`src/hw/rtl/ipat_pkg.sv`:
```
// Shared types and constants for the IP address text parser.
// Used by every module of the block; depends on nothing.
package ipat_pkg;

    // Character codes the parser recognizes.
    localparam logic [7:0] CH_NUL   = 8'h00;
    localparam logic [7:0] CH_DOT   = 8'h2E;
    localparam logic [7:0] CH_COLON = 8'h3A;
    localparam logic [7:0] CH_ZERO  = 8'h30;
    localparam logic [7:0] CH_NINE  = 8'h39;
    localparam logic [7:0] CH_LC_A  = 8'h61;
    localparam logic [7:0] CH_LC_F  = 8'h66;
    localparam logic [7:0] CH_UC_A  = 8'h41;
    localparam logic [7:0] CH_UC_F  = 8'h46;

    localparam int OCTET_MAX = 255;

    // Address family codes.
    localparam logic [1:0] FAM_V4 = 2'd0;
    localparam logic [1:0] FAM_V6 = 2'd1;

    // Result status codes.
    localparam logic [1:0] ST_OK        = 2'd0;
    localparam logic [1:0] ST_MALFORMED = 2'd1;
    localparam logic [1:0] ST_NOFAMILY  = 2'd2;

    typedef struct packed {
        logic [7:0] char_code;
        logic [1:0] family;
    } t_in_item;

    typedef struct packed {
        logic [1:0]  status;
        logic [63:0] addr_high;
        logic [63:0] addr_low;
    } t_out_item;

    // Address held as eight 16-bit groups, group 0 in the top bits.
    typedef logic [0:7][15:0] t_grps;

    // Dotted-quad subparser state.
    typedef struct packed {
        logic [7:0]      ov;     // octet value so far
        logic [1:0]      odc;    // digits in the current octet
        logic [1:0]      oidx;   // octets completed
        logic [0:2][7:0] qb;     // completed octets
        logic            qfail;
    } t_quad;

    typedef struct packed {
        logic        mid;        // inside a string
        logic [1:0]  fam;        // family latched on the first character
        logic        failed;
        t_quad       q;
        logic [15:0] gv;         // hex group value
        logic [2:0]  hdc;        // hex digits in the group
        t_grps       grp;        // address groups written so far
        logic [4:0]  bw;         // bytes written
        logic [4:0]  gap;        // byte position of the "::" gap
        logic        gap_seen;
        logic        lcp;        // leading colon must be followed by a colon
        logic        gcp;        // group colon must not end the string
        logic        emb;        // embedded dotted quad in progress
    } t_state;

endpackage

```
`src/hw/rtl/ip_address_text_parser_unit.sv`:
```
// IPv4/IPv6 address text parser, one character per beat, NUL-terminated.
// Throughput: one character per cycle; the input register stalls only on a NUL
// beat while the previous result is still waiting in the result register.
// The result is registered; it becomes valid at the edge at which the NUL beat
// leaves the input register.
// Reset (synchronous, active low) empties both registers and clears all state.
module ip_address_text_parser_unit import ipat_pkg::*; (
    input  logic      i_clk,
    input  logic      i_rst_n,
    input  logic      i_valid,
    output logic      o_ready,
    input  t_in_item  i_item,
    output logic      o_valid,
    input  logic      i_ready,
    output t_out_item o_item
);

    logic      r_in_valid;
    t_in_item  r_in_item;
    logic      advance;
    logic      load;
    logic      out_free;
    t_state    cur;
    t_out_item res;

    // A non-NUL beat never produces a result and may always advance.
    assign advance = r_in_valid && (r_in_item.char_code != CH_NUL || out_free);
    assign load    = advance && r_in_item.char_code == CH_NUL;
    assign o_ready = !r_in_valid || advance;

    always_ff @(posedge i_clk) begin
        if (!i_rst_n) begin
            r_in_valid <= 1'b0;
        end else if (o_ready) begin
            r_in_valid <= i_valid;
        end
    end

    always_ff @(posedge i_clk) begin
        if (o_ready && i_valid) begin
            r_in_item <= i_item;
        end
    end

    ipat_parse u_parse (
        .i_clk   (i_clk),
        .i_rst_n (i_rst_n),
        .i_step  (advance),
        .i_item  (r_in_item),
        .o_cur   (cur)
    );

    ipat_finish u_finish (
        .i_cur (cur),
        .o_res (res)
    );

    ipat_out_reg u_out (
        .i_clk   (i_clk),
        .i_rst_n (i_rst_n),
        .i_load  (load),
        .i_res   (res),
        .o_free  (out_free),
        .o_valid (o_valid),
        .i_ready (i_ready),
        .o_item  (o_item)
    );

`ifndef NO_ASSERTIONS
    a_no_overwrite: assert property (@(posedge i_clk) disable iff (!i_rst_n)
        load |-> !(o_valid && !i_ready))
        else $error("result register overwritten before its beat was taken");

    a_fail_zero_addr: assert property (@(posedge i_clk) disable iff (!i_rst_n)
        (o_valid && o_item.status != ST_OK) |->
            (o_item.addr_high == 64'h0 && o_item.addr_low == 64'h0))
        else $error("failed conversion carries a nonzero address");
`endif

endmodule

```
`src/hw/rtl/ipat_parse.sv`:
```
// Per-character parser state and its update for one accepted beat.
// Depends on ipat_pkg.
module ipat_parse import ipat_pkg::*; (
    input  logic     i_clk,
    input  logic     i_rst_n,
    input  logic     i_step,
    input  t_in_item i_item,
    output t_state   o_cur
);

    t_state r_st;
    t_state n_st;
    t_state cur;

    function automatic t_quad quad_feed(t_quad q, logic [7:0] c);
        t_quad       r;
        logic [11:0] v;
        r = q;
        v = {1'b0, q.ov, 3'b000} + {3'b000, q.ov, 1'b0} + {8'h00, c[3:0]};
        if (!q.qfail) begin
            if (c inside {[CH_ZERO:CH_NINE]}) begin
                if (v > 12'(OCTET_MAX) || q.odc == 2'd3) begin
                    r.qfail = 1'b1;
                end else begin
                    r.ov  = v[7:0];
                    r.odc = q.odc + 2'd1;
                end
            end else if (c == CH_DOT && q.odc != 2'd0 && q.oidx != 2'd3) begin
                r.qb[q.oidx] = q.ov;
                r.oidx       = q.oidx + 2'd1;
                r.ov         = 8'h00;
                r.odc        = 2'd0;
            end else begin
                r.qfail = 1'b1;
            end
        end
        return r;
    endfunction

    // Returns {is_hex, nibble}.
    function automatic logic [4:0] hex_of(logic [7:0] c);
        logic [4:0] r;
        r = 5'd0;
        if (c inside {[CH_ZERO:CH_NINE]}) begin
            r = {1'b1, c[3:0]};
        end else if (c inside {[CH_LC_A:CH_LC_F], [CH_UC_A:CH_UC_F]}) begin
            r = {1'b1, c[3:0] + 4'd9};
        end
        return r;
    endfunction

    function automatic t_state v6_feed(t_state s, logic [7:0] c);
        t_state     r;
        logic [4:0] h;
        logic       go;
        r  = s;
        go = 1'b1;
        h  = hex_of(c);
        if (s.emb) begin
            r.q = quad_feed(s.q, c);
        end else begin
            if (s.lcp) begin
                if (c != CH_COLON) begin
                    r.failed = 1'b1;
                    go       = 1'b0;
                end else begin
                    r.lcp = 1'b0;
                end
            end
            if (go) begin
                r.gcp = 1'b0;
                r.q   = quad_feed(s.q, c);
                if (h[4]) begin
                    if (s.hdc >= 3'd4) begin
                        r.failed = 1'b1;
                    end else begin
                        r.gv  = {s.gv[11:0], h[3:0]};
                        r.hdc = s.hdc + 3'd1;
                    end
                end else if (c == CH_COLON) begin
                    if (s.hdc == 3'd0) begin
                        if (s.gap_seen) begin
                            r.failed = 1'b1;
                        end else begin
                            r.gap_seen = 1'b1;
                            r.gap      = s.bw;
                            r.q        = '0;
                        end
                    end else if (s.bw > 5'd14) begin
                        r.failed = 1'b1;
                    end else begin
                        r.grp[s.bw[3:1]] = s.gv;
                        r.bw             = s.bw + 5'd2;
                        r.gv             = 16'h0000;
                        r.hdc            = 3'd0;
                        r.gcp            = 1'b1;
                        r.q              = '0;
                    end
                end else if (c == CH_DOT && s.hdc != 3'd0 && s.bw <= 5'd12) begin
                    r.emb = 1'b1;
                    r.gv  = 16'h0000;
                    r.hdc = 3'd0;
                end else begin
                    r.failed = 1'b1;
                end
            end
        end
        return r;
    endfunction

    // Between strings the state is all clear, so starting a string only
    // sets mid and latches the family.
    always_comb begin
        cur = r_st;
        if (!r_st.mid) begin
            cur.mid = 1'b1;
            cur.fam = i_item.family;
        end
    end

    always_comb begin
        n_st = cur;
        if (!r_st.mid && i_item.family == FAM_V6 && i_item.char_code == CH_COLON) begin
            n_st.lcp = 1'b1;
        end else if (i_item.char_code == CH_NUL) begin
            n_st = '0;
        end else if (!cur.failed) begin
            if (cur.fam == FAM_V4) begin
                n_st.q      = quad_feed(cur.q, i_item.char_code);
                n_st.failed = n_st.q.qfail;
            end else if (cur.fam == FAM_V6) begin
                n_st = v6_feed(cur, i_item.char_code);
            end
        end
    end

    always_ff @(posedge i_clk) begin
        if (!i_rst_n) begin
            r_st <= '0;
        end else if (i_step) begin
            r_st <= n_st;
        end
    end

    assign o_cur = cur;

`ifndef NO_ASSERTIONS
    a_nul_ends_string: assert property (@(posedge i_clk) disable iff (!i_rst_n)
        (i_step && i_item.char_code == CH_NUL) |=> !r_st.mid)
        else $error("string state survived its terminating beat");

    a_idle_state_clear: assert property (@(posedge i_clk) disable iff (!i_rst_n)
        !r_st.mid |-> (r_st == '0))
        else $error("parser state not clear between strings");
`endif

endmodule

```
`src/hw/rtl/ipat_finish.sv`:
```
// End-of-string evaluation: status, last group append and gap expansion.
// Purely combinational; depends on ipat_pkg.
module ipat_finish import ipat_pkg::*; (
    input  t_state    i_cur,
    output t_out_item o_res
);

    logic         qok;
    logic         ok4;
    logic         ok6;
    logic         bad_app;
    logic [4:0]   bw_a;
    t_grps        grp_a;
    t_grps        sh_g;
    t_grps        out_g;
    logic [127:0] shifted;
    logic [3:0]   shift_g;
    logic [3:0]   gap_g;

    assign qok = !i_cur.q.qfail && i_cur.q.odc != 2'd0 && i_cur.q.oidx == 2'd3;
    assign ok4 = !i_cur.failed && qok;

    // Append the pending group or embedded quad.
    always_comb begin
        grp_a   = i_cur.grp;
        bw_a    = i_cur.bw;
        bad_app = 1'b0;
        if (i_cur.emb) begin
            if (!qok || i_cur.bw > 5'd12) begin
                bad_app = 1'b1;
            end else begin
                grp_a[i_cur.bw[3:1]]        = {i_cur.q.qb[0], i_cur.q.qb[1]};
                grp_a[i_cur.bw[3:1] + 3'd1] = {i_cur.q.qb[2], i_cur.q.ov};
                bw_a                        = i_cur.bw + 5'd4;
            end
        end else if (i_cur.hdc != 3'd0) begin
            if (i_cur.bw > 5'd14) begin
                bad_app = 1'b1;
            end else begin
                grp_a[i_cur.bw[3:1]] = i_cur.gv;
                bw_a                 = i_cur.bw + 5'd2;
            end
        end
    end

    // Groups after the gap move to the end; the space opened is zero.
    assign shift_g = 4'd8 - {1'b0, bw_a[3:1]};
    assign gap_g   = i_cur.gap[4:1];
    assign shifted = grp_a >> {shift_g, 4'b0000};
    assign sh_g    = shifted;

    always_comb begin
        out_g = grp_a;
        if (i_cur.gap_seen) begin
            for (int k = 0; k < 8; k++) begin
                if (5'(k) < {1'b0, gap_g}) begin
                    out_g[k] = grp_a[k];
                end else if (5'(k) >= {1'b0, gap_g} + {1'b0, shift_g}) begin
                    out_g[k] = sh_g[k];
                end else begin
                    out_g[k] = 16'h0000;
                end
            end
        end
    end

    always_comb begin
        ok6 = 1'b0;
        if (!i_cur.failed && !i_cur.lcp && !i_cur.gcp && !bad_app) begin
            if (i_cur.gap_seen) begin
                ok6 = !(bw_a >= 5'd16 || i_cur.gap > bw_a);
            end else begin
                ok6 = (bw_a == 5'd16);
            end
        end
    end

    always_comb begin
        o_res = '0;
        if (i_cur.fam == FAM_V4) begin
            if (ok4) begin
                o_res.status   = ST_OK;
                o_res.addr_low = {32'h0, i_cur.q.qb[0], i_cur.q.qb[1],
                                  i_cur.q.qb[2], i_cur.q.ov};
            end else begin
                o_res.status = ST_MALFORMED;
            end
        end else if (i_cur.fam == FAM_V6) begin
            if (ok6) begin
                o_res.status    = ST_OK;
                o_res.addr_high = {out_g[0], out_g[1], out_g[2], out_g[3]};
                o_res.addr_low  = {out_g[4], out_g[5], out_g[6], out_g[7]};
            end else begin
                o_res.status = ST_MALFORMED;
            end
        end else begin
            o_res.status = ST_NOFAMILY;
        end
    end

endmodule

```
`src/hw/rtl/ipat_out_reg.sv`:
```
// Result register with valid/ready handshake toward the consumer.
// Depends on ipat_pkg.
module ipat_out_reg import ipat_pkg::*; (
    input  logic      i_clk,
    input  logic      i_rst_n,
    input  logic      i_load,
    input  t_out_item i_res,
    output logic      o_free,
    output logic      o_valid,
    input  logic      i_ready,
    output t_out_item o_item
);

    logic      r_valid;
    t_out_item r_item;

    assign o_free = !r_valid || i_ready;

    always_ff @(posedge i_clk) begin
        if (!i_rst_n) begin
            r_valid <= 1'b0;
        end else if (o_free) begin
            r_valid <= i_load;
        end
    end

    always_ff @(posedge i_clk) begin
        if (i_load && o_free) begin
            r_item <= i_res;
        end
    end

    assign o_valid = r_valid;
    assign o_item  = r_item;

endmodule
```
`config.mk`:
```
export PLATFORM = sky130hd
export DESIGN_NAME = ip_address_text_parser_unit
export DESIGN_NICKNAME = d
export VERILOG_FILES = /design/src/hw/rtl/ipat_pkg.sv /design/src/hw/rtl/ip_address_text_parser_unit.sv /design/src/hw/rtl/ipat_parse.sv /design/src/hw/rtl/ipat_finish.sv /design/src/hw/rtl/ipat_out_reg.sv
export SDC_FILE = /design/constraint.sdc
export NUM_CORES = 1
export LEC_CHECK = 0
export BUFFER_PORTS_ARGS = -buffer_cell sky130_fd_sc_hd__buf_2
export CAP_MARGIN = 10
export CELL_PAD_IN_SITES_DETAIL_PLACEMENT = 0
export CELL_PAD_IN_SITES_GLOBAL_PLACEMENT = 1
export CORE_MARGIN = 1
export CORE_UTILIZATION = 30
export CTS_BUF_LIST = sky130_fd_sc_hd__clkbuf_4 sky130_fd_sc_hd__clkbuf_8
export DETAILED_ROUTE_END_ITERATION = 10
export PLACE_DENSITY_LB_ADDON = 0.1
export REMOVE_ABC_BUFFERS = 1
export SYNTH_ARGS = -nofsm -noshare
export SYNTH_HDL_FRONTEND = slang
export SYNTH_HIERARCHICAL = 1
export SYNTH_SLANG_ARGS = --single-unit
```
`constraint.sdc`:
```
create_clock -name i_clk -period 10.8 [get_ports i_clk]
set_clock_uncertainty 0.2 [all_clocks]
set_input_delay 1.62 -clock i_clk [delete_from_list [all_inputs] [get_ports i_clk]]
set_output_delay 1.62 -clock i_clk [all_outputs]
set_load 0.01 [all_outputs]
```
# Word level (Yosys, flattened, before mapping)
# Index checks and enable logic that the tools add are counted.
[word_totals]
register_bits = 344
latchBits = 0
mem_bits_rw = 0
romBits = 0
in_bits = 14
out_inout_bits = 132
elab_cells = 299
mem_count = 0
[op_classes]
n_addsub = 11
n_mul = 0
div_mod_pow = 0
order_cmp = 35
eq_ne = 22
shift = 1
n_mux = 128
bitwise = 6
reduce_logical = 63
[op_table]
columns = ["operator", "count"]
rows = [
  ["$mux 128", 5],
  ["$mux 199", 3],
  ["$mux 37", 12],
  ["$bwmux 128", 3],
  ["$mux 161", 2],
  ["$mux 152", 2],
  ["$mux 16", 18],
  ["$mux 139", 2],
  ["$mux 202", 1],
  ["$mux 196", 1],
  ["$mux 64", 3],
  ["$mux 189", 1],
  ["$shr 128x8->128", 1],
  ["$mux 38", 3],
  ["$demux 16 s3", 2],
  ["$mux 19", 4],
  ["$mux 5", 11],
  ["$mux 1", 40],
  ["$mux 36", 1],
  ["$reduce_and 11->1", 3],
  ["$mux 32", 1],
  ["$mux 26", 1],
  ["$bwmux 24", 1],
  ["$logic_and 1x1->1", 22],
  ["60 further kinds", 123],
]

# Longest topological paths before layout
# Gate-level depths: netlist (run 1).
[logic_depth]
ltp_word = 28
ltp_mapped = 22
mapped_depth_nobuf = 17

# Modules after synthesis
# The synthesis (run 1) kept the hierarchy.
[modules_own_cells]
columns = ["module", "instances", "cells_per_inst", "area_per_inst_um2", "seq_area_each_um2"]
rows = [
  ["ipat_finish", 1, 1968, 11537.3, 0.0],
  ["ipat_parse", 1, 1133, 10261.1, 4043.9],
  ["ipat_out_reg", 1, 135, 3961.3, 3923.8],
  ["ip_address_text_parser_unit", 1, 24, 406.6, 320.3],
]

# Worst setup path before layout (run 1)
# OpenSTA, ideal clock, no wires.
[synth_timing]
path_type = "register to register"
from = "register u_parse.r_st (netlist bit u_parse/o_cur[11])"
to = "register u_out.r_item (netlist bit u_out/o_item[22]) (data pin)"
setup_ns = 0.157
t_arrival_ns = 4.467
required_ns = 10.443
path_slack_ns = 5.976
path_stages_with_launch = 21
path_buffers = 6
period_less_slack_ns = 4.824
path_cell_list = "dfxtp_1 > buf_4 > ha_1 > buf_2 > a31oi_2 > nand3_2 > xnor2_1 > buf_4 > clkbuf_1 > clkbuf_1 > ha_1 > inv_1 > fa_1 > xor2_1 > o311ai_0 > a21oi_1 > o21ai_0 > mux2i_1 > clkbuf_1 > nand2_1 > a32oi_1"
[synth_lines]
columns = ["element", "line", "source"]
rows = [
  ["from (decl)", "ipat_parse.sv:11", "t_state r_st;"],
  ["from (signal assigned)", "ipat_parse.sv:141", "r_st <= n_st;"],
  ["to (signal assigned)", "ipat_out_reg.sv:29", "r_item <= i_res;"],
  ["to (decl)", "ipat_out_reg.sv:15", "t_out_item r_item;"],
]

==> results of run 1 <==
[layout make-up]
class	instances	area, sq um	area share, %
Multi-Input combinational cell	2359	15000	53.6
Sequential cell	344	8290	29.6
Timing Repair Buffer	244	1470	5.24
Tap cell	1144	1430	5.11
Clock buffer	103	1310	4.68
Clock inverter	29	280	1.00
Inverter	56	210	0.751
Antenna cell	4	10.0	0.0357
[sequential cells by signal, indices dropped and copies added, names as in the netlist]
register	cells
u_parse/o_cur	199
u_out/o_item	130
r_in_item	10
u_parse/r_st	3
r_in_valid	1
u_out/o_valid	1
[where the power goes]
group	internal (uW)	switching, uW	leakage [uW]
Sequential	1350	13.7	0.00276
Combinational	30.8	68.2	0.00618
Clock	904	690	0.000830
Total	2290	772	0.00976
[per-layer routing]
| layer | vias up | global-route usage [%] | part of all wire (%) |
|---|---|---|---|
| li1 | 11500 | - | - |
| met2 | 1453 | 43.5 | 44 |
| met4 | 0 | 9.08 | 2.7 |
| met1 | 12900 | 38.5 | 44 |
| met5 | - | 0 | 0 |
| met3 | 216 | 5.93 | 8.8 |
[stage by stage]
step	hold WS (ns)	cells	area, sq um	worst slack, ns
after detailed placement	0.260	4146	26400	4.36
final	0.268	4283	28000	4.18
after global placement	0.248	4146	26400	4.40
after global routing	0.303	4280	28000	3.94
after CTS	0.268	4278	28000	4.30
after floorplan	0.244	2759	23400	1.73
[worst reg2reg max path: stages, from the launching register on]
cell,delay (ns)
dfxtp_2,0.31
buf_4,0.53
ha_1,0.60
a31oi_4,0.15
nand3_2,0.21
xnor2_2,0.15
buf_4,0.50
inv_2,0.15
nor3_4,0.20
buf_4,0.40
nor2_1,0.20
ha_1,0.32
a21o_1,0.20
a2111o_1,0.44
nand2_1,0.19
o211ai_1,0.22
a21oi_1,0.81
o211ai_1,0.21
o32a_1,0.40
nor2_1,0.09
[how the worst max path moves through the flow]
| stage | startpoint | endpoint | cells after the start |
|---|---|---|---|
| floorplan | u_parse/o_cur[10] | u_out/o_item[16] | 16 |
| global placement | u_parse/o_cur[10] | u_out/o_item[35] | 19 |
| detailed placement | u_parse/o_cur[10] | u_out/o_item[47] | 19 |
| CTS | u_parse/o_cur[10] | u_out/o_item[47] | 19 |
| global route | u_parse/o_cur[11] | u_out/o_item[36] | 18 |
| finish | u_parse/o_cur[10] | u_out/o_item[47] | 19 |
==> results_dict.tcl, run 1 <==
set metrics [dict create \
    port_buffers 145 \
    whs_endpoint "u_parse/o_cur[155]" \
    hold_viol 0 \
    arrival_ns 6.97 \
    rr_endpoint "u_out/o_item[47]" \
    grt_pass1_wl_microns 183000 \
    num_rows 107 \
    layout-drive-gt1-share_pct 15.6 \
    area_growth_syn_to_layout_pct 7.05 \
    antenna_found_initial 2 \
    drv_slew 0 \
    dpl.hpwl_microns 89300 \
    root_buffer "clkbuf_8" \
    die_x_microns 297 \
    path_clk_slew_ns 0.06 \
    crit_top_cell "buf_4" \
    grt_usage_pct 28.0 \
    grt_max_degree 86 \
    via_count 26100 \
    r2r_cells 19 \
    overflow 0 \
    io_pins 146 \
    critPathKind "reg2reg" \
    slowest_stage "a21oi_1" \
    hold_start "u_parse/o_cur[155]" \
    period_needed_ns 6.62 \
    fin_util_pct 32.6 \
    final_common_cell "nor2_1" \
    wirelength_microns 129000 \
    setup.worst_path.start_class "flop" \
    yosysWarnings 6 \
    tightestPinTransition_ns 1.41 \
    netlist_area_sq_um 26200 \
    cp.required_ns 11.15 \
    cts_tree "done" \
    syn_avg_cell_area_sq_um 8.03 \
    gp_congestion 0.940 \
    drcViolationCount 0 \
    period_share_pct 61.3 \
    final.setup.tns_ns 0 \
    max_slew_margin_pct 5.96 \
    worst_hold_path.num_cells 2 \
    die_h_microns 297 \
    reg2reg_slack_ns 4.18 \
    cts_resized 0 \
    power_density_nw_per_um2 109 \
    max_cap_violations 0 \
    max_freq_mhz 151 \
    hold_class "reg2reg" \
    dieArea_sq_um 88400 \
    worstPathCellList "buf_4 -> ha_1 -> a31oi_4 -> nand3_2 -> xnor2_2 -> buf_4 -> inv_2 -> nor3_4 -> buf_4 -> nor2_1 -> ha_1 -> a21o_1 -> a2111o_1 -> nand2_1 -> o211ai_1 -> a21oi_1 -> o211ai_1 -> o32a_1 -> nor2_1" \
    clk-insertion-delay-late_ns 0.71 \
    leakagePower_uw 0.00976 \
    fill_cells 8999 \
    critPathMaxFanout 50 \
    critPathMaxStageDelay_ns 0.81 \
    crit_buf_inv 4 \
    cts_made_buffers 73 \
    finalSetupViolCount 0 \
    total_power_uw 3060 \
    ant_nets 0 \
    firstDrtPassIters 8 \
    holdBufCountCts 0 \
    first_global_vias 24400 \
    most-common-layout-cells "nor2_1 (384), nand2_1 (337), mux2i_1 (207)" \
    cts_buffer_depth 3 \
    cts.sinks 344 \
    synthCells 3258 \
    endpoint_kind "flop" \
    outcome "complete, no violations" \
    final_nets 3138 \
    ir_drop_mv 0.0692 \
    h-tree-depth 3 \
    via_per_inst 6.10 \
    start_util_pct 30.5 \
    drt_iter0_drc 3267 \
    r2r_start "u_parse/o_cur[10]" \
    wire_per_inst_microns 30.0 \
    rsz0062_at_grt "false" \
    post_cts_buffers 0 \
    cp_top_family "compound AO/OA/AOI/OAI gates" \
    core_area_sq_um 85800 \
]
No activity file was read; power rests on OpenSTA's default activity.
==> run 2: changes to the inputs <==
Settings changed: ABC_AREA from default to 1.
Clock period 10.8 ns to 5.3 ns, I/O delays scaled along.
==> run 2 against run 1 <==
  * Wire length increased by 33%
  * Utilization increased by 0.44 points
  * Via count increased by 33%
  * Design area increased by 17%
  * First-iteration DRC count increased by 33%
  * Combinational power increased to 4.7 times the previous value
  * Sequential power increased by 100%
  * Fmax increased by 35%
  * Sequential share of layout area decreased by 4.2 points
  * Clock-buffer cell count increased by 10
  * Global-route usage increased by 4.9 points
  * Largest cell class unchanged
  * Highest routed layer is now met5
==> results_dict.tcl, run 2 <==
set metrics [dict create \
    endpoint_kind "flop" \
    power_frac_comb_pct 7.2 \
    synthCells 5022 \
    largest_register_ffs 199 \
    hold_class "in2reg" \
    worst_hold_path.num_cells 3 \
    setup.worst_path.start_class "flop" \
    die_x_microns 318 \
    io_pins 146 \
    first_global_vias 31500 \
    area_growth_syn_to_layout_pct 8.75 \
    worstPathCellList "nor2_1 -> nand2_1 -> inv_2 -> nor2_4 -> buf_4 -> nand3_1 -> nand2_4 -> nand3_1 -> nand2_2 -> buf_4 -> fa_1 -> o31ai_1 -> nor2_1 -> nand3_1 -> o21ai_0 -> nand2_1 -> nor2_1 -> buf_4 -> o21ai_0 -> nor2_1 -> a21oi_1 -> nor2_1" \
    cts_tree "done" \
    cts_resized 0 \
    layout-drive-gt1-share_pct 10.4 \
    via_per_inst 5.55 \
    ir_drop_mv 0.183 \
    start_util_pct 30.4 \
    cts.sinks 344 \
    final.setup.tns_ns 0 \
    cp.required_ns 5.70 \
    wire_per_inst_microns 27.4 \
    cts_buffer_depth 3 \
    clk-insertion-delay-late_ns 0.75 \
    root_buffer "clkbuf_8" \
    drcViolationCount 0 \
    slowest_stage "buf_4" \
    num_rows 115 \
    grt_pass1_wl_microns 241000 \
    arrival_ns 5.31 \
    power_density_nw_per_um2 199 \
    hold_viol 0 \
    netlist_area_sq_um 30000 \
    dieArea_sq_um 101000 \
    critPathKind "reg2reg" \
    whs_endpoint "r_in_valid" \
    post_cts_buffers 0 \
    path_clk_slew_ns 0.05 \
    ant_nets 0 \
    period_needed_ns 4.91 \
    wirelength_microns 171000 \
    gp_congestion 0.924 \
    via_count 34700 \
    crit_top_cell "nor2_1" \
    cts_made_buffers 76 \
    final_common_cell "nand2_1" \
    clockPowerShare_pct 50.1 \
    firstDrtPassIters 6 \
    rr_endpoint "u_out/o_item[63]" \
    reg2reg_slack_ns 0.39 \
    max_slew_margin_pct 20.5 \
    final_cell_area_sq_um 32600 \
    r2r_cells 22 \
    p_int_uw 4650 \
    critPathMaxStageDelay_ns 0.43 \
    antenna_found_initial 10 \
    period_share_pct 92.6 \
    most-common-layout-cells "nand2_1 (1490), inv_1 (483), nand3_1 (471)" \
    p_seq_share_pct 42.7 \
    placed_cell_area_sq_um 30900 \
    overflow 0 \
    rsz0062_at_grt "false" \
    syn_avg_cell_area_sq_um 5.98 \
    drt_iter0_drc 4340 \
    max_freq_mhz 204 \
    drv_slew 0 \
    layout_setup_ws_ns 0.392 \
    final_nets 4956 \
    hold_start "i_valid" \
    yosysWarnings 6 \
    p_sw_share_pct 28.3 \
    critPathMaxFanout 26 \
    fill_cells 11100 \
    die_h_microns 318 \
    core_area_sq_um 98700 \
    grt_max_degree 110 \
    port_buffers 145 \
    r2r_start "u_parse/o_cur[144]" \
    max_cap_violations 0 \
    grt_usage_pct 32.9 \
    dpl.hpwl_microns 118000 \
    pre_cts_ws_ns 0.487 \
    finalSetupViolCount 0 \
    outcome "complete, no violations" \
    h-tree-depth 3 \
    holdBufCountCts 10 \
    hold_slack_ns 0.121 \
    p_sw_uw 1840 \
    tightestPinTransition_ns 1.19 \
    leakagePower_uw 0.0144 \
]
-- run 2: power groups by stage --
stage,clock (uW),combinational [uW],sequential (uW)
finish,3250,467,2770
global route,3440,500,2770
CTS,3340,457,2770
detailed placement,0,450,2830
global placement,0,451,2830
floorplan,0,259,2820
-- run 2: metal layers --
metal | wire [microns] | track usage, % | vias up
li1 | - | - | 16100
met1 | 74700 | 45.9 | 16500
met2 | 72300 | 49.4 | 1824
met3 | 15200 | 5.32 | 341
met4 | 9060 | 15.3 | 6
met5 | 35 | 0 | -
-- run 2: cell type report --
type / instances / area, sq um / area share [%]
well taps: 1287 / 1610 / 4.93
flip-flops and latches: 344 / 8290 / 25.4
clock buffers: 113 / 1400 / 4.29
diodes: 5 / 12.5 / 0.0383
multi-input cells: 3656 / 17100 / 52.3
repair buffers: 305 / 2140 / 6.56
inverters: 513 / 1930 / 5.91
clock inverters: 25 / 183 / 0.560
-- run 2: how the worst max path moves through the flow --
stage                                   from                to  slack, ns
after floorplan             u_parse/o_cur[0]  u_out/o_item[63]      -6.30
after global placement    u_parse/o_cur[144]  u_out/o_item[63]       0.53
after detailed placement  u_parse/o_cur[144]  u_out/o_item[63]       0.49
after CTS                 u_parse/o_cur[144]  u_out/o_item[63]       0.45
after global routing       u_parse/o_cur[11]  u_out/o_item[63]        0.1
final                     u_parse/o_cur[144]  u_out/o_item[63]       0.39
-- run 2: worst max-delay path: cells and delay by family (launching register included) --
kind / cells / cell delay [ns]
buf+inv: 4 / 1.16
flops: 1 / 0.38
compound gates: 4 / 0.53
fa+ha+maj: 1 / 0.31
simple gates: 13 / 2.15
-- run 2: per-stage QoR --
step	instances	utilization, %	total power [uW]
6_report	6248	33.1	6490
5_1_grt	6245	33.1	6710
4_1_cts	6243	33.1	6570
3_5_place_dp	6095	31.4	3280
3_3_place_gp	6095	31.4	3280
2_1_floorplan	4513	-	3080
